File: src/rtl/lmsf_pkg.sv
// ----------------------------------------------------------------------------
// lmsf_pkg
// shared widths, constants, types and saturation helpers of the lms filter
// ----------------------------------------------------------------------------
`default_nettype none

package lmsf_pkg;

    localparam int TAPS_DEF   = 64;

    localparam int SMP_W      = 16;    // q1.15 samples
    localparam int WGT_W      = 24;    // q2.22 weights
    localparam int STEP_W     = 24;    // q0.24 step size
    localparam int SE_W       = STEP_W + 1 + SMP_W;  // step * error
    localparam int UPD_W      = SE_W + SMP_W;        // step * error * sample
    localparam int PROD_W     = WGT_W + SMP_W;       // weight * sample

    localparam logic [STEP_W-1:0] STEP_RESET = 24'd131072;

    localparam int S_MAX      = 32767;
    localparam int S_MIN      = -32768;

    // one tap of the delay line and its weight
    typedef struct packed {
        logic signed [WGT_W-1:0] w;    // weight
        logic signed [SMP_W-1:0] x;    // current delayed sample
        logic signed [SMP_W-1:0] xo;   // sample held here before the last shift
    } t_tap;

    typedef struct packed {
        logic shift;    // new sample enters, delay line moves one tap
        logic rotate;   // whole chain moves one cell toward the head
    } t_cell_ctl;

    function automatic logic signed [WGT_W-1:0] sat_wgt(input logic signed [WGT_W+2:0] v);
        if (v > 27'sd8388607) begin
            return 24'sh7FFFFF;
        end else if (v < -27'sd8388608) begin
            return 24'sh800000;
        end else begin
            return v[WGT_W-1:0];
        end
    endfunction

    function automatic logic signed [SMP_W-1:0] sat_smp(input logic signed [SMP_W:0] v);
        if (v > 17'sd32767) begin
            return 16'sh7FFF;
        end else if (v < -17'sd32768) begin
            return 16'sh8000;
        end else begin
            return v[SMP_W-1:0];
        end
    endfunction

endpackage

`default_nettype wire

File: src/rtl/lmsf_mac.sv
// ----------------------------------------------------------------------------
// lmsf_mac
// shared update and multiply-accumulate unit at the head of the cell chain
// ----------------------------------------------------------------------------
`default_nettype none

module lmsf_mac #(
    parameter int TAPS = lmsf_pkg::TAPS_DEF
) (
    input  wire logic                                          i_clk,
    input  wire logic                                          i_rst_n,
    input  wire logic                                          i_clear,
    input  wire logic                                          i_live,
    input  wire lmsf_pkg::t_tap                                i_head,
    input  wire logic signed [lmsf_pkg::SE_W-1:0]              i_se,
    output lmsf_pkg::t_tap                                     o_tail,
    output logic signed [lmsf_pkg::PROD_W+$clog2(TAPS)-1:0]    o_acc
);

    localparam int ACC_W = lmsf_pkg::PROD_W + $clog2(TAPS);
    localparam int RND_W = lmsf_pkg::UPD_W + 1;
    localparam int DLT_W = RND_W - 32;

    // stage 1: step * error * old sample
    lmsf_pkg::t_tap                           r_s1_tap;
    logic signed [lmsf_pkg::UPD_W-1:0]        r_s1_upd;
    logic                                     r_v1;
    // stage 2: updated weight
    lmsf_pkg::t_tap                           r_s2_tap;
    logic                                     r_v2;
    // stage 3: weight * sample
    logic signed [lmsf_pkg::PROD_W-1:0]       r_s3_prod;
    logic                                     r_v3;
    logic signed [ACC_W-1:0]                  r_acc;

    logic signed [RND_W-1:0]                  w_rnd;
    logic signed [DLT_W-1:0]                  w_delta;
    logic signed [lmsf_pkg::WGT_W+2:0]        w_wsum;
    lmsf_pkg::t_tap                           n_s2_tap;

    // round half up to q.22, then saturating add onto the weight
    always_comb begin
        w_rnd    = {r_s1_upd[lmsf_pkg::UPD_W-1], r_s1_upd} + (RND_W'(1) <<< 31);
        w_delta  = w_rnd[RND_W-1:32];
        w_wsum   = {{3{r_s1_tap.w[lmsf_pkg::WGT_W-1]}}, r_s1_tap.w}
                 + (lmsf_pkg::WGT_W+3)'(w_delta);
        n_s2_tap      = r_s1_tap;
        n_s2_tap.w    = lmsf_pkg::sat_wgt(w_wsum);
    end

    always_ff @(posedge i_clk) begin
        r_s1_tap  <= i_head;
        r_s1_upd  <= i_se * $signed(i_head.xo);
        r_s2_tap  <= n_s2_tap;
        r_s3_prod <= $signed(r_s2_tap.w) * $signed(r_s2_tap.x);
    end

    always_ff @(posedge i_clk) begin
        if (!i_rst_n) begin
            r_v1  <= 1'b0;
            r_v2  <= 1'b0;
            r_v3  <= 1'b0;
            r_acc <= '0;
        end else begin
            r_v1 <= i_live;
            r_v2 <= r_v1;
            r_v3 <= r_v2;
            if (i_clear) begin
                r_acc <= '0;
            end else if (r_v3) begin
                r_acc <= r_acc + ACC_W'(r_s3_prod);
            end
        end
    end

    assign o_tail = r_s2_tap;
    assign o_acc  = r_acc;

endmodule

`default_nettype wire

File: config.mk
export PLATFORM = sky130hd
export DESIGN_NAME = lmsf_mac
export DESIGN_NICKNAME = d
export VERILOG_FILES = /design/src/rtl/lmsf_pkg.sv /design/src/rtl/lmsf_mac.sv
export SDC_FILE = /design/constraint.sdc
export NUM_CORES = 2
export LEC_CHECK = 0
export CAP_MARGIN = 20
export CORE_MARGIN = 3
export CORE_UTILIZATION = 30
export DETAILED_ROUTE_END_ITERATION = 10
export DONT_BUFFER_PORTS = 1
export MAX_ROUTING_LAYER = met4
export PLACE_DENSITY = 0.53
export REMOVE_ABC_BUFFERS = 1
export SLEW_MARGIN = 5
export SYNTH_ARGS = -nofsm -noshare
export SYNTH_HDL_FRONTEND = slang
export SYNTH_SLANG_ARGS = --single-unit
File: constraint.sdc
create_clock -name i_clk -period 9.67 [get_ports i_clk]
set_input_delay 0.967 -clock i_clk [delete_from_list [all_inputs] [get_ports i_clk]]
set_output_delay 0.967 -clock i_clk [all_outputs]
set_load 0.01 [all_outputs]
# ---- Word-level counts from Yosys, hierarchy flattened
# Index checks and enable logic that the tools add are counted.
dict set report totals {
  ff_bits 258
  in_bits 101
  output_inout_bits 102
  word_cells 22
}
dict set report op_classes {
  addsub 3
  mul 2
  order_cmp 2
  n_mux 1
  n_bitwise 1
  n_reduce_logical 1
}
# cell count
set ops {}
lappend ops {{57-bit by 33-bit adder with 58-bit output (second input constant)} 1}
lappend ops {{41-bit by 16-bit multiplier with 57-bit output} 1}
lappend ops {{46-bit by 40-bit adder with 46-bit output} 1}
lappend ops {{24-bit by 16-bit multiplier with 40-bit output} 1}
lappend ops {{24-bit by 26-bit adder with 27-bit output} 1}
lappend ops {{27-bit by 24-bit > comparator with 1-bit output (second input constant)} 1}
lappend ops {{27-bit by 24-bit < comparator with 1-bit output (second input constant)} 1}
lappend ops {{24-bit two-way mux} 1}
lappend ops {{2-bit OR reduction} 1}
lappend ops {{1-bit NOT} 1}

# ---- Depth between registers and ports, before layout
dict set report logic_depth {
  ltp_word 4
  mapped_depth 26
  mapped_depth_nobuf 25
}

# ---- Least setup slack after synthesis
# OpenSTA, ideal clock, no wires.
dict set report synth_path {
  kind {input port to flip-flop}
  start {in i_head[1] in the netlist's numbering}
  end {reg r_s1_upd[56] in the netlist's numbering}
  setup_time_ps 127
  arrival_time_ps 6801
  required_ps 9543
  path_slack_ps 2742
  stages 24
  n_path_buf 1
  path_cell_list {clkbuf_1 > nand2_1 > fa_1 > inv_1 > fa_1 > inv_1 > fa_1 > inv_1 > fa_1 > fa_1 > inv_1 > fa_1 > inv_1 > ha_1 > nand4_1 > or3_1 > a211oi_1 > a2111o_1 > a311oi_1 > nor2_1 > a21oi_2 > nor3_1 > o41ai_1 > xnor2_1}
}
dict set report synth_via {
  elab_chain_len 1
}
# item line_no
set synth_lines {}
lappend synth_lines {{start, declared} lmsf_mac.sv:14} ;# input wire lmsf_pkg::t_tap i_head,
lappend synth_lines {{41-bit by 16-bit multiplier with 57-bit output} lmsf_mac.sv:53} ;# r_s1_upd <= i_se * $signed(i_head.xo);
lappend synth_lines {{end signal, assigned} lmsf_mac.sv:53}
lappend synth_lines {{end, declared} lmsf_mac.sv:26} ;# logic signed [lmsf_pkg::UPD_W-1:0] r_s1_upd;
# Every way passes these cells.
# A chain may end at the register's enable or synchronous reset.

# ---- Worst setup path after layout
dict set report layout_path {
  start {reg r_s2_tap, in the netlist o_tail[19]}
  end {reg r_s3_prod[38] in the netlist's numbering}
}
dict set report layout_via {
  elab_chain_len 1
}
# item line_no
set layout_lines {}
lappend layout_lines {{start, declared} lmsf_mac.sv:29} ;# lmsf_pkg::t_tap r_s2_tap;
lappend layout_lines {{start signal, assigned} lmsf_mac.sv:54} ;# r_s2_tap <= n_s2_tap;
lappend layout_lines {{24-bit by 16-bit multiplier with 40-bit output} lmsf_mac.sv:55} ;# r_s3_prod <= $signed(r_s2_tap.w) * $signed(r_s2_tap.x);
lappend layout_lines {{end signal, assigned} lmsf_mac.sv:55}
lappend layout_lines {{end, declared} lmsf_mac.sv:32} ;# logic signed [lmsf_pkg::PROD_W-1:0] r_s3_prod;
# Every way passes these cells.

==> flow_metrics.tcl <==
set metrics [dict create \
    vias 32190 \
    hold_depth 0 \
    pin_count 203 \
    synth_compound_area_share_pct 7.130 \
    final_max_slew_viol_count 0 \
    crit_chain "buf_4, nand2_1, fa_1, inv_1, fa_1, inv_1, fa_1, inv_1, fa_1, fa_1, inv_1, fa_1, inv_1, ha_1, a21o_1, a21o_1, a21o_1, a21oi_1, o21ai_0, a31oi_1, o21ai_0, o311ai_0" \
    crit_required_ns 10.19 \
    synth_top_family_by_area "adder cells" \
    cp_top_family "adder cells" \
    critPathCaptureType "flip-flop" \
    grt_max_degree 65 \
    seq_area_frac_synth_pct 10.14 \
    hold_viol 0 \
    grt_pass1_vias 35102 \
    dieArea_sq_um 154100 \
    cts-buffers-inserted 31 \
    reg2regPathDepth 22 \
    grt_pass1_wl_um 199400 \
    status "finished, final reports clean" \
    post-route-period-util_pct 76.85 \
    routed_wl_um 125500 \
    core_area_sq_um 148000 \
    clkTransAtPathRegs_ns 0.07 \
    drtIter0Drc 1657 \
    syn_area_sq_um 44830 \
    area_growth_pct 6.980 \
    synth-edff-count 0 \
    setup_tns_ns 0 \
    muxShareOfSynthArea_pct 0.6726 \
    grt_usage_pct 17.04 \
    layout.nets 6263 \
    antenna_found_initial 9 \
    die_h_um 392.6 \
    crit_buf_inv 6 \
    io_buffers 0 \
    cp_common_cell "fa_1" \
    hold_class "reg2reg" \
    setup_violations 0 \
    clk_latency_ns 0.63 \
    synthXorXnorAreaFrac_pct 3.008 \
    ys_ff_latch 227 \
    synth_cell_type_count 80 \
    cap_violations 0 \
    wl_per_cell_um 18.36 \
    max-clock-path-buffers 3 \
    start_util_pct 30.29 \
    synth-adder-area-share_pct 52.42 \
    num_rows 141 \
    ctsHoldBuffers 0 \
    dpl.hpwl_um 99460 \
    drive_above_1_share_pct 2.531 \
    critPathMaxStageDelay_ns 1.01 \
    cp_max_fo 17 \
    h-tree-depth 1 \
    fin_worst_skew_ns 0.04142 \
    cts-root-buf "clkbuf_16" \
    die_width_um 392.6 \
    vias_per_cell 4.711 \
    avgSynthCellArea_sq_um 8.963 \
    post_cts_buffers 0 \
    critical_path_depth 22 \
    synth-async-reset-ratio_pct 0 \
    synth_ff_type "dfxtp_1" \
    slowest_stage "dfxtp_1" \
    clock_sinks 227 \
    fmax_mhz 134.6 \
    gp_congestion 0.8712 \
    grt_setup_unrepaired "false" \
    firstDrtPassIters 6 \
    grt_overflow 0 \
    worstSetupPathType "reg2reg" \
    drc 0 \
    fin_crit_ns 7.431 \
    relSlewSlack_pct 28.72 \
    tightest_slew_ns 1.068 \
    synth_cells 5002 \
    ant_nets 0 \
    synthSimpleGateAreaFrac_pct 14.91 \
    ctsResizeCount 0 \
    cp.arrival_ns 7.95 \
    setup.worst_path.start_class "flip-flop" \
    cts_tree "yes" \
    ys_warn_count 0 \
]
[path summary, 6_finish.rpt]
kind / slack [ns] / from / to
min reg2reg: 0.31 / n_s2_tap[6]$_DFF_P_ / o_tail[6]$_DFF_P_
max reg2reg: 2.24 / o_tail[19]$_DFF_P_ / r_s3_prod[38]$_DFF_P_
max: 2.24 / o_tail[19]$_DFF_P_ / r_s3_prod[38]$_DFF_P_
min: 0.31 / n_s2_tap[6]$_DFF_P_ / o_tail[6]$_DFF_P_
[flip-flops by register name (all words and copies together) (netlist names)]
| signal | flops |
|---|---|
| o_tail | 56 |
| o_acc | 46 |
| r_s3_prod | 40 |
| n_s2_tap | 32 |
| r_s1_upd | 26 |
| r_s1_tap | 24 |
| r_v1 | 1 |
| r_v2 | 1 |
| r_v3 | 1 |
[cell usage in the layout (no fill, tap or decap), types with 26 or more instances in the layout]
master / count
dfxtp_1: 225
o21ai_0: 83
and2_1: 341
a21o_1: 106
xor2_1: 48
nand3_1: 49
inv_1: 1197
nand2_1: 727
nand4_1: 26
clkbuf_16: 31
mux2i_1: 29
a21oi_1: 129
buf_4: 38
ha_1: 299
fa_1: 987
xnor2_1: 106
nor2_1: 161
[synth_stat cells, types with 8 or more instances]
cell type | count | area, sq um
inv_1 | 1197 | 4493
a21o_1 | 106 | 795.8
o211ai_1 | 11 | 82.58
fa_1 | 987 | 19760
clkbuf_1 | 185 | 694.4
nor3_1 | 23 | 115.1
nand2b_1 | 23 | 143.9
a211oi_1 | 15 | 112.6
dfxtp_1 | 227 | 4544
ha_1 | 299 | 3741
o31ai_1 | 8 | 60.06
nor2_1 | 161 | 604.3
o21ai_0 | 83 | 415.4
o21bai_1 | 18 | 135.1
nand2_1 | 727 | 2729
nand3_1 | 49 | 245.2
a21oi_1 | 129 | 645.6
xnor2_1 | 106 | 928.4
and2_1 | 341 | 2133
nor2b_1 | 17 | 106.4
mux2i_1 | 29 | 290.3
xor2_1 | 48 | 420.4
o21a_1 | 20 | 150.1
and4_1 | 8 | 70.07
nand4_1 | 26 | 162.7
a31oi_1 | 16 | 100.1
and3_1 | 17 | 106.4
nand3b_1 | 11 | 82.58
o21ai_1 | 14 | 70.07
[worst register-to-register path: cells and delay by family, from the launching register on]
kind            cells  cell delay [ns]
compound gates      8             2.25
fa+ha+maj           7             3.40
simple gates        1             0.08
buf+inv             6             0.61
flops               1             1.01
[metrics by stage]
| stage | hold slack, ns | setup slack (ns) | util [%] | instances | cell area (sq um) |
|---|---|---|---|---|---|
| 2_1_floorplan | 0.3096 | 2.713 | - | 4805 | 44080 |
| 3_3_place_gp | 0.3099 | 1.660 | 31.61 | 6773 | 46790 |
| 3_5_place_dp | 0.3121 | 1.617 | 31.61 | 6773 | 46790 |
| 6_report | 0.3137 | 2.239 | 32.40 | 6833 | 47960 |
| 4_1_cts | 0.2977 | 2.192 | 32.40 | 6829 | 47950 |
| 5_1_grt | 0.3180 | 1.780 | 32.40 | 6831 | 47960 |
[metal layers]
layer | vias up | global-route usage [%] | wire (um)
met5 | - | - | 0
li1 | 14627 | - | -
met4 | 0 | 3.034 | 2762
met1 | 16592 | 21.38 | 53000
met3 | 152 | 3.066 | 8492
met2 | 819 | 29.05 | 61230
[area by class of cell]
class                           count  area [sq um]
Antenna cell                        4         10.01
Clock buffer                       35         820.8
Clock inverter                     21         345.3
Fill cell                       15507        100100
Inverter                         1199          4501
Multi-Input combinational cell   3379         35040
Sequential cell                   227          4547
Tap cell                         1930          2415
Timing Repair Buffer               38         285.3
[logic make-up (layout without fill, tap and decap cells)]
logic type	count (synthesis)	count (layout)
compound gates	481	481
flops	227	227
simple gates	1428	1428
mux	30	30
fa+ha+maj	1286	1286
buf+inv	1396	1293
other cells	0	4
xor+xnor	154	154
Power is not shown: default switching activity piles up to over one toggle a cycle in this logic, so the estimate is an artifact.
