### config.mk
export PLATFORM = sky130hd
export DESIGN_NAME = lmsf_cell
export DESIGN_NICKNAME = d
export VERILOG_FILES = /design/src/rtl/lmsf_pkg.sv /design/src/rtl/lmsf_cell.sv
export SDC_FILE = /design/constraint.sdc
export NUM_CORES = 1
export LEC_CHECK = 0
export BUFFER_PORTS_ARGS = -buffer_cell sky130_fd_sc_hd__buf_2
export CAP_MARGIN = 20
export CORE_MARGIN = 2
export CORE_UTILIZATION = 30
export CTS_BUF_LIST = sky130_fd_sc_hd__clkbuf_4
export DETAILED_ROUTE_END_ITERATION = 12
export GPL_TIMING_DRIVEN = 0
export MAX_ROUTING_LAYER = met4
export PLACE_DENSITY = 0.7
export RECOVER_POWER = 50
export SLEW_MARGIN = 10
export SYNTH_ARGS = -nofsm -noshare
export SYNTH_HDL_FRONTEND = slang
export SYNTH_SLANG_ARGS = --single-unit
### constraint.sdc
create_clock -name i_clk -period 1 [get_ports i_clk]
set_input_delay 0.1 -clock i_clk [delete_from_list [all_inputs] [get_ports i_clk]]
set_output_delay 0.1 -clock i_clk [all_outputs]
set_load 0.01 [all_outputs]
### src/rtl/lmsf_pkg.sv
// ----------------------------------------------------------------------------
// lmsf_pkg
// shared widths, constants, types and saturation helpers of the lms filter
// ----------------------------------------------------------------------------
`default_nettype none

package lmsf_pkg;

    localparam int TAPS_DEF   = 64;

    localparam int SMP_W      = 16;    // q1.15 samples
    localparam int WGT_W      = 24;    // q2.22 weights
    localparam int STEP_W     = 24;    // q0.24 step size
    localparam int SE_W       = STEP_W + 1 + SMP_W;  // step * error
    localparam int UPD_W      = SE_W + SMP_W;        // step * error * sample
    localparam int PROD_W     = WGT_W + SMP_W;       // weight * sample

    localparam logic [STEP_W-1:0] STEP_RESET = 24'd131072;

    localparam int S_MAX      = 32767;
    localparam int S_MIN      = -32768;

    // one tap of the delay line and its weight
    typedef struct packed {
        logic signed [WGT_W-1:0] w;    // weight
        logic signed [SMP_W-1:0] x;    // current delayed sample
        logic signed [SMP_W-1:0] xo;   // sample held here before the last shift
    } t_tap;

    typedef struct packed {
        logic shift;    // new sample enters, delay line moves one tap
        logic rotate;   // whole chain moves one cell toward the head
    } t_cell_ctl;

    function automatic logic signed [WGT_W-1:0] sat_wgt(input logic signed [WGT_W+2:0] v);
        if (v > 27'sd8388607) begin
            return 24'sh7FFFFF;
        end else if (v < -27'sd8388608) begin
            return 24'sh800000;
        end else begin
            return v[WGT_W-1:0];
        end
    endfunction

    function automatic logic signed [SMP_W-1:0] sat_smp(input logic signed [SMP_W:0] v);
        if (v > 17'sd32767) begin
            return 16'sh7FFF;
        end else if (v < -17'sd32768) begin
            return 16'sh8000;
        end else begin
            return v[SMP_W-1:0];
        end
    endfunction

endpackage

`default_nettype wire

### src/rtl/lmsf_cell.sv
// ----------------------------------------------------------------------------
// lmsf_cell
// one tap: weight, delayed sample and previous sample, shifts or rotates
// ----------------------------------------------------------------------------
`default_nettype none

module lmsf_cell (
    input  wire logic                              i_clk,
    input  wire logic                              i_rst_n,
    input  wire lmsf_pkg::t_cell_ctl               i_ctl,
    input  wire logic signed [lmsf_pkg::SMP_W-1:0] i_left_x,
    input  wire lmsf_pkg::t_tap                    i_right,
    output lmsf_pkg::t_tap                         o_tap
);

    lmsf_pkg::t_tap r_tap;

    always_ff @(posedge i_clk) begin
        if (!i_rst_n) begin
            r_tap <= '0;
        end else if (i_ctl.rotate) begin
            r_tap <= i_right;
        end else if (i_ctl.shift) begin
            r_tap.xo <= r_tap.x;
            r_tap.x  <= i_left_x;
        end
    end

    assign o_tap = r_tap;

endmodule

`default_nettype wire

Word-level counts from Yosys, hierarchy flattened
Index checks and enable logic that the tools add are counted.

Register bits after elaboration: 56.

Mux-type cells: 2. Reduce and logical (&&, ||, !) cells: 1.

Operator list (count): $mux W32 (2); $reduce_bool A2 Y1 (1).

Depth between registers and ports, before layout
Gate-level depths: netlist of run 1.

Depth in word-level cells: 2. Gate-level depth with buffers: 4. Gate-level depth less buffers: 2.

Worst setup path after synthesis of run 1
OpenSTA, ideal clock, no wires.

Path kind: input to register. Start point: input i_ctl[1] (netlist bit). End point: register r_tap, in the netlist o_tap[0]. Arrival: 0.834 ns. Slack: 0.050 ns. Cell stages on the path: 4. Path buffers: 2. Path through: buf_6 -> buf_12 -> mux2_4 -> o211a_1.

Longest elaborated chain between the ends: 1.

RTL lines: from (decl) (line lmsf_cell.sv:10) `input wire lmsf_pkg::t_cell_ctl i_ctl,`; $reduce_bool A2 Y1 (no line); to (signal assigned) (line lmsf_cell.sv:22) `r_tap <= i_right;`; to (decl) (line lmsf_cell.sv:16) `lmsf_pkg::t_tap r_tap;`.

Every way passes these cells. A chain may end at the register's enable or synchronous reset.

Worst setup path after layout of run 1
Start point: register r_tap, in the netlist o_tap[22]. End point: output o_tap[22] (netlist bit).

RTL lines: to (decl) (line lmsf_cell.sv:13) `output lmsf_pkg::t_tap o_tap`.

No word-level cell between the ends.

==> results of run 1 <==
==> timing repair <==
item	4_1_cts	5_1_grt
pin swaps	0	0
hold buffers	26	0
endpoints found under the hold margin	26	0
buffers inserted	0	2
endpoints found under the setup margin	39	56
resized for setup	50	67
==> worst paths after layout <==
| kind | start | end | slack, ns | cells past startpoint |
|---|---|---|---|---|
| min | i_right[2] | o_tap[2]$_SDFFE_PN0P_ | 0.02 | 3 |
| min reg2reg | o_tap[50]$_SDFFE_PN0P_ | o_tap[50]$_SDFFE_PN0P_ | 0.55 | 2 |
| max | o_tap[22]$_SDFFE_PN0P_ | o_tap[22] | 0.008 | 1 |
| max reg2reg | o_tap[24]$_SDFFE_PN0P_ | o_tap[24]$_SDFFE_PN0P_ | 0.06 | 2 |
==> cells in the mapped netlist (all sizes together) <==
library cell	instances	area share (%)
clkbuf	8	1.1
o211a	32	12
nand2b	23	5.4
mux2	32	18
dfxtp	56	42
nor2b	24	5.6
or2b	9	2.5
buf	12	4.5
mux2i	24	9.0
==> power by group <==
group	switching, mW	internal (mW)
sequential	0.131	2.41
combinational	0.456	0.815
clock	0.741	0.309
==> stage by stage <==
step                      setup TNS, ns  worst slack (ns)
final                                 0          0.007863
after global routing             -1.406          -0.05920
after CTS                      -0.05734          -0.02209
after detailed placement         -2.750           -0.2173
after global placement           -2.608           -0.2036
after floorplan                       0           0.04974
==> cells by family after synthesis <==
group,after synthesis,synth area share (%)
AO/OA/AOI/OAI,32,12.01
multiplexers,56,26.74
AND/OR/NAND/NOR,56,13.56
flip-flops,56,42.03
buffers and inverters,20,5.676
==> final cells by class <==
cell class	count	area, um^2
Clock inverter	2	16.27
Fill cell	791	4487
Tap cell	108	135.1
Buffer	20	151.4
Multi-Input combinational cell	144	1395
Sequential cell	56	1189
Clock buffer	6	45.04
Timing Repair Buffer	156	1260
==> cells in the final DEF (no fill, tap or decap) <==
master,count
nand2b_1,23
mux2_2,2
mux2i_1,24
dlygate4sd3_1,26
buf_12,3
nor2b_1,24
clkinvlp_4,1
or2b_1,9
buf_4,6
clkbuf_1,8
dfxtp_4,6
dfxtp_1,14
buf_6,56
dfxtp_2,36
clkbuf_4,6
mux2_4,30
clkinv_4,1
o211a_1,32
buf_2,77
==> metal layers <==
layer | global-route usage (%) | share of wire [%]
met1 | 19.96 | 41
met2 | 28.52 | 52
met3 | 3.293 | 6.0
met4 | 3.161 | 0.35
met5 | - | 0
==> summary.txt, run 1 <==
Status = finished, final reports clean
Worst Path Max Fanout = 3
Syn_area_per_cell = 12.13 um^2
Detailed Route Iter0 Violations = 38
Num ports = 132
Crit path cell chain = buf_6
Leakage power = 2.200 nW
Number of global-route vias before repair = 2476
DP Cell Count = 456
Syn nets = 296
Seq cells post-synth = 56
Synth Instances = 220
Non-Filler Instances = 492
Clk pin slew, worst setup/hold paths = 0.17 ns
IO buf count = 128
CP startpoint kind = register
Post-route DRC = 0
Global-route usage over all layers = 16.46%
Synth cell types = 13
Final nets = 459
CP bufs+invs = 1
Largest stage delay on the critical path = 0.41 ns
Clk buf depth = 2
Final setup fails = 0
Minimum clock period = 0.9921 ns
Cell Rows = 34
Post-Syn Area = 0.002668 mm^2
Slew headroom = 59.08%
Worst IR drop on VDD = 611.0 uV
Critical path type = register to primary output
Worst path slowest cell = dfxtp_1
Synthesis Warnings = 0
Starting Density = 30.74%
Part of the cycle the worst path needs = 99.21%
Initial antenna violation count = 0
Root Buffer = clkbuf_4
Maxcap violations = 0
DIE HEIGHT = 98.30 um
Grt ovf = 0
Power consumption = 4.858 mW
Via-per-instance ratio = 4.549
Crit-path leading delay family = flip-flops
Final WL = 8.032 mm
DIE AREA = 0.009662 mm^2
RSZ-0062 raised after global routing = true
Min-delay worst type = input pin to register
Drt first pass iters = 4
Final Hold Vio Count = 0
Min Hold Slack = 0.01802 ns
Largest net degree at the start of global routing = 18
GPL Wtd Cong = 0.7391
Clock skew = 0.01408 ns
Antenna cells = 0
Max reg flops = 56
DP HPWL = 5.151 mm
Core Box Area = 0.008678 mm^2
CTS tree = built
Max-slew violations = 0
CTS H-tree depth = 2
Global-route wire length before repair = 12.41 mm
Worst setup EP type = primary output
CTS sink cnt = 56
Worst skew pair latency = 0.38 ns
Routed via count = 2238
Die width = 98.30 um
Drt wl/cell = 16.33 um
ANT nets after route = 0
Peak Freq = 1008 MHz
Req. time, crit path = 0.90 ns
CTS buffer count = 5
Layout overhead on the synthesized area = 57.13%
Fin area = 0.004192 mm^2
Share of layout cells above drive strength 1 = 58.33%
Power density over the cells = 1159 mW/mm^2
Least-Margin Pin Slew = 0.6137 ns
Seq/Total Area, Yosys = 42.03%
Fin util = 48.30%
Placed cell areas = 0.003443 mm^2
CP Data Arrival Time = 0.89 ns
Note: power is estimated with default switching activity, not from simulation.
==> run 2: changes to the inputs <==
--- a/config.mk
+++ b/config.mk
@@ -8,12 +8,12 @@
 export BUFFER_PORTS_ARGS = -buffer_cell sky130_fd_sc_hd__buf_2
 export CAP_MARGIN = 20
 export CORE_MARGIN = 2
-export CORE_UTILIZATION = 30
+export CORE_UTILIZATION = 43
 export CTS_BUF_LIST = sky130_fd_sc_hd__clkbuf_4
 export DETAILED_ROUTE_END_ITERATION = 12
 export GPL_TIMING_DRIVEN = 0
 export MAX_ROUTING_LAYER = met4
-export PLACE_DENSITY = 0.7
+export PLACE_DENSITY = 0.91
 export RECOVER_POWER = 50
 export SLEW_MARGIN = 10
 export SYNTH_ARGS = -nofsm -noshare
==> summary.txt, run 2 (synthesized netlist as in run 1, its figures left out) <==
Status = finished, violations left
Failing checks = hold timing
CP bufs+invs = 1
Commonest cells after routing, fill and taps aside = 95 x buf_2, 52 x dfxtp_2, 38 x buf_6
Leakage power = 2.183 nW
Reg2reg setup slack = 0.05 ns
Critical R2R Launch = o_tap[22]$_SDFFE_PN0P_
Drt wl/cell = 16.88 um
Max-slew violations = 0
Slew headroom = 64.99%
Largest net degree at the start of global routing = 17
Routed via count = 2301
Crit path cell chain = buf_6
Clk pin slew, worst setup/hold paths = 0.16 ns
Min-delay src = i_right[55]
Drt first pass iters = 6
DP HPWL = 5.007 mm
Share of layout cells above drive strength 1 = 62.20%
Detailed Route Iter0 Violations = 81
Largest stage delay on the critical path = 0.40 ns
Num ports = 132
Worst setup EP type = primary output
Fin util = 67.65%
Peak Freq = 1013 MHz
Final nets = 456
DIE HEIGHT = 82.77 um
Root Buffer = clkbuf_4
Hold-critical path depth = 3
CTS tree = built
Worst setup margin = 0.01330 ns
Crit-path leading delay family = flip-flops
Cell Rows = 28
Power density over the cells = 1244 mW/mm^2
Min-delay worst type = input pin to register
Worst Path Max Fanout = 3
CTS buffer count = 5
Least-Margin Pin Slew = 0.5251 ns
Critical R2R Capture = o_tap[22]$_SDFFE_PN0P_
Hold Path End = o_tap[55]$_SDFFE_PN0P_
Worst IR drop on VDD = 586.5 uV
Clock skew = 0.007659 ns
Number of global-route vias before repair = 2215
Min Hold Slack = -0.001533 ns
Req. time, crit path = 0.90 ns
Maxcap violations = 0
Clk buf depth = 2
ANT nets after route = 0
R2R depth = 2
CTS H-tree depth = 2
Global-route wire length before repair = 10.44 mm
CP Data Arrival Time = 0.89 ns
Worst skew pair latency = 0.38 ns
CP startpoint kind = register
Worst path slowest cell = dfxtp_2
Post-route DRC = 0
Grt ovf = 0
Max reg flops = 56
Via-per-instance ratio = 5.046
Antenna cells = 0
Layout overhead on the synthesized area = 51.03%
Part of the cycle the worst path needs = 98.67%
Final Hold Vio Count = 1
Commonest non-fill, non-tap cell in the layout = buf_2
Starting Density = 44.79%
Final WL = 7.698 mm
Minimum clock period = 0.9867 ns
Critical path type = register to primary output
CTS sink cnt = 56
Die width = 82.77 um
Fillers = 444
Final setup fails = 0
GPL Wtd Cong = 0.6824
DIE AREA = 0.006850 mm^2
Initial antenna violation count = 0
IO buf count = 128
RSZ-0062 raised after global routing = true
Core Box Area = 0.005956 mm^2
Post-Place Worst Slack = -0.2171 ns
Global-route usage over all layers = 21.18%
run 2: cell count changes in the layout (fill, tap and decap cells not counted), moves of 4 or more:
cell / before / now
dfxtp_1: 14 / 2
buf_6: 56 / 38
buf_2: 77 / 95
dlygate4sd3_1: 26 / 22
dfxtp_4: 6 / 2
dfxtp_2: 36 / 52
run 2: area by class of cell:
cell class	instances	area [um^2]	area share, %
buffer	20	151.4	3.758
clock buffer	6	45.04	1.118
clock inverter	2	35.03	0.8696
multi-input combinational	144	1395	34.63
sequential	56	1194	29.63
tap	75	93.84	2.329
timing repair buffer	153	1115	27.67
run 2: what timing repair did:
| action | in CTS | in global routing |
|---|---|---|
| buffers inserted | 0 | 3 |
| resized for setup | 27 | 67 |
| gates cloned | 0 | 0 |
| hold buffers | 22 | 0 |
| endpoints found under the setup margin | 22 | 54 |
| endpoints found under the hold margin | 22 | 0 |
run 2: how the worst max path moves through the flow:
| stage | start | to | slack, ns | cells past startpoint |
|---|---|---|---|---|
| floorplan | i_ctl[1] | o_tap[0]$_SDFFE_PN0P_ | 0.05 | 4 |
| global placement | i_ctl[0] | o_tap[16]$_SDFFE_PN0P_ | -0.19 | 4 |
| detailed placement | i_ctl[0] | o_tap[19]$_SDFFE_PN0P_ | -0.22 | 4 |
| CTS | o_tap[23]$_SDFFE_PN0P_ | o_tap[23] | -0.004 | 1 |
| global route | o_tap[23]$_SDFFE_PN0P_ | o_tap[23] | -0.04 | 1 |
| finish | o_tap[23]$_SDFFE_PN0P_ | o_tap[23] | 0.01 | 1 |
run 2: through the flow:
step,std cells,hold WS [ns],power (mW),setup TNS [ns],area (um^2)
floorplan,220,0.2695,3.141,0,2668
finish,456,-0.001533,5.011,0,4029
global placement,423,0.3542,3.501,-1.747,3402
global route,456,0.003873,5.228,-0.1289,4029
CTS,453,0.008295,4.881,-0.003735,3757
detailed placement,423,0.3670,3.538,-2.226,3402
run 2: where the power goes:
part / total [mW] / internal [mW] / switching (mW)
clock network: 1.26 / 0.553 / 0.708
logic: 1.21 / 0.755 / 0.458
registers: 2.54 / 2.41 / 0.123
total: 5.01 / 3.72 / 1.29
run 2: metal layers:
layer	share of wire (%)	track usage, %
met5	0	-
met4	1.6	4.426
met3	6.0	4.130
met2	53	39.76
met1	39	23.12
==> run 3: changes to the inputs <==
--- a/config.mk
+++ b/config.mk
@@ -8,12 +8,12 @@
 export BUFFER_PORTS_ARGS = -buffer_cell sky130_fd_sc_hd__buf_2
 export CAP_MARGIN = 20
 export CORE_MARGIN = 2
-export CORE_UTILIZATION = 43
-export CTS_BUF_LIST = sky130_fd_sc_hd__clkbuf_4
+export CORE_UTILIZATION = 41
+export CTS_BUF_LIST = sky130_fd_sc_hd__clkbuf_8 sky130_fd_sc_hd__clkbuf_16
 export DETAILED_ROUTE_END_ITERATION = 12
 export GPL_TIMING_DRIVEN = 0
 export MAX_ROUTING_LAYER = met4
-export PLACE_DENSITY = 0.91
+export PLACE_DENSITY = 0.88
 export RECOVER_POWER = 50
 export SLEW_MARGIN = 10
 export SYNTH_ARGS = -nofsm -noshare
==> summary.txt, run 3 (synthesized netlist as in run 1, its figures left out) <==
Drt first pass iters = 4
Detailed Route Iter0 Violations = 63
Part of the cycle the worst path needs = 95.11%
RSZ-0062 raised after global routing = false
CTS H-tree depth = 2
Die width = 84.66 um
Final setup fails = 0
Least-Margin Pin Slew = 0.5027 ns
Drt wl/cell = 15.04 um
Grt ovf = 0
Worst setup EP type = register
Global-route wire length before repair = 10.29 mm
Starting Density = 42.25%
Power consumption = 4.733 mW
Status = finished, final reports clean
CP Data Arrival Time = 1.15 ns
Req. time, crit path = 1.20 ns
Commonest non-fill, non-tap cell in the layout = buf_2
Maxcap violations = 0
Critical path type = register to register
Clk buf depth = 2
Initial antenna violation count = 0
CTS sink cnt = 56
Slew headroom = 66.49%
Worst skew pair latency = 0.31 ns
Max-slew violations = 0
Clk pin slew, worst setup/hold paths = 0.10 ns
DIE HEIGHT = 84.66 um
CTS tree = built
Global-route usage over all layers = 18.46%
Power density over the cells = 1374 mW/mm^2
Clock skew = 0.006979 ns
Largest net degree at the start of global routing = 18
Worst path slowest cell = dfxtp_1
Post-CTS Hold Buffers = 0
Crit path cell chain = mux2_1, o211a_1
CTS buffer count = 5
Final nets = 431
Antenna cells = 0
Cell Rows = 29
Post-route DRC = 0
DIE AREA = 0.007167 mm^2
Via-per-instance ratio = 4.917
Min-delay worst type = input pin to register
Peak Freq = 1051 MHz
Worst IR drop on VDD = 596.2 uV
Number of global-route vias before repair = 2172
Leakage power = 1.911 nW
Core Box Area = 0.006314 mm^2
DP HPWL = 4.907 mm
Routed via count = 2129
Setup bufs post-CTS = 0
ANT nets after route = 0
Max reg flops = 56
Share of layout cells above drive strength 1 = 43.26%
Largest stage delay on the critical path = 0.35 ns
DP Cell Count = 425
Final WL = 6.511 mm
GPL Wtd Cong = 0.7362
Root Buffer = clkbuf_8
Worst Path Max Fanout = 3
CP startpoint kind = register
Layout overhead on the synthesized area = 29.13%
Non-Filler Instances = 433
Minimum clock period = 0.9511 ns
Final Hold Vio Count = 0
Num ports = 132
IO buf count = 128
Commonest cells after routing, fill and taps aside = 113 x buf_2, 53 x dfxtp_1, 32 x o211a_1
==> run 3: cell count changes in the layout (fill, tap and decap cells not counted), sizes merged <==
cell / previous run / this run
clkbuf: 14 / 33
clkinvlp: 0 / 2
clkinv: 1 / 0
dlygate4sd3: 22 / 0
bufinv: 1 / 0
buf: 143 / 121
==> run 3: worst paths after layout <==
path | depth (start not counted) | slack (ns) | end | start
setup / recovery | 2 | 0.05 | o_tap[8]$_SDFFE_PN0P_ | o_tap[24]$_SDFFE_PN0P_
hold / removal | 3 | 0.05 | o_tap[40]$_SDFFE_PN0P_ | i_right[40]
setup reg to reg | 2 | 0.05 | o_tap[8]$_SDFFE_PN0P_ | o_tap[24]$_SDFFE_PN0P_
hold reg to reg | 2 | 0.52 | o_tap[41]$_SDFFE_PN0P_ | o_tap[41]$_SDFFE_PN0P_
==> run 3: where the power goes <==
group | total (mW) | switching, mW | internal, mW
combinational | 0.955 | 0.418 | 0.536
sequential | 2.48 | 0.0894 | 2.39
clock | 1.30 | 0.740 | 0.563
==> run 3: worst max-delay path: cells and delay by family, from the launching register on <==
family / cells / cell delay (ns)
flops: 1 / 0.35
compound gates: 1 / 0.21
mux: 1 / 0.30
==> run 3: per-layer routing <==
layer	part of all wire, %	vias up	routed length (um)	global-route usage [%]
met5	0	-	0	-
met4	1.0	0	65	4.762
met3	6.2	6	405	4.523
met2	49	81	3221	31.64
met1	43	1003	2818	21.65
li1	-	1039	-	-
==> run 3: area by class of cell <==
cell class | instances | area (um^2)
plain buffers | 20 | 151.4
well taps | 77 | 96.34
repair buffers | 128 | 616.8
clock buffers | 6 | 82.58
clock inverters | 2 | 15.01
multi-input cells | 144 | 1358
flip-flops and latches | 56 | 1125
fillers | 593 | 2869
==> run 3: what timing repair did <==
item,4_1_cts,5_1_grt
setup endpoints to repair,0,3
gates resized for setup,0,3
endpoints found under the hold margin,0,0
==> run 3: metrics by stage <==
step,cell area [um^2],hold slack [ns],setup slack (ns),TNS [ns],util (%)
after floorplan,2668,0.2695,0.04974,0,-
after global placement,3405,0.3550,-0.1579,-1.270,53.92
after detailed placement,3405,0.3661,-0.1948,-1.653,53.92
after CTS,3502,0.03827,0.006459,0,55.47
after global routing,3445,0.02804,0.005571,0,54.56
final,3445,0.05114,0.04892,0,54.56
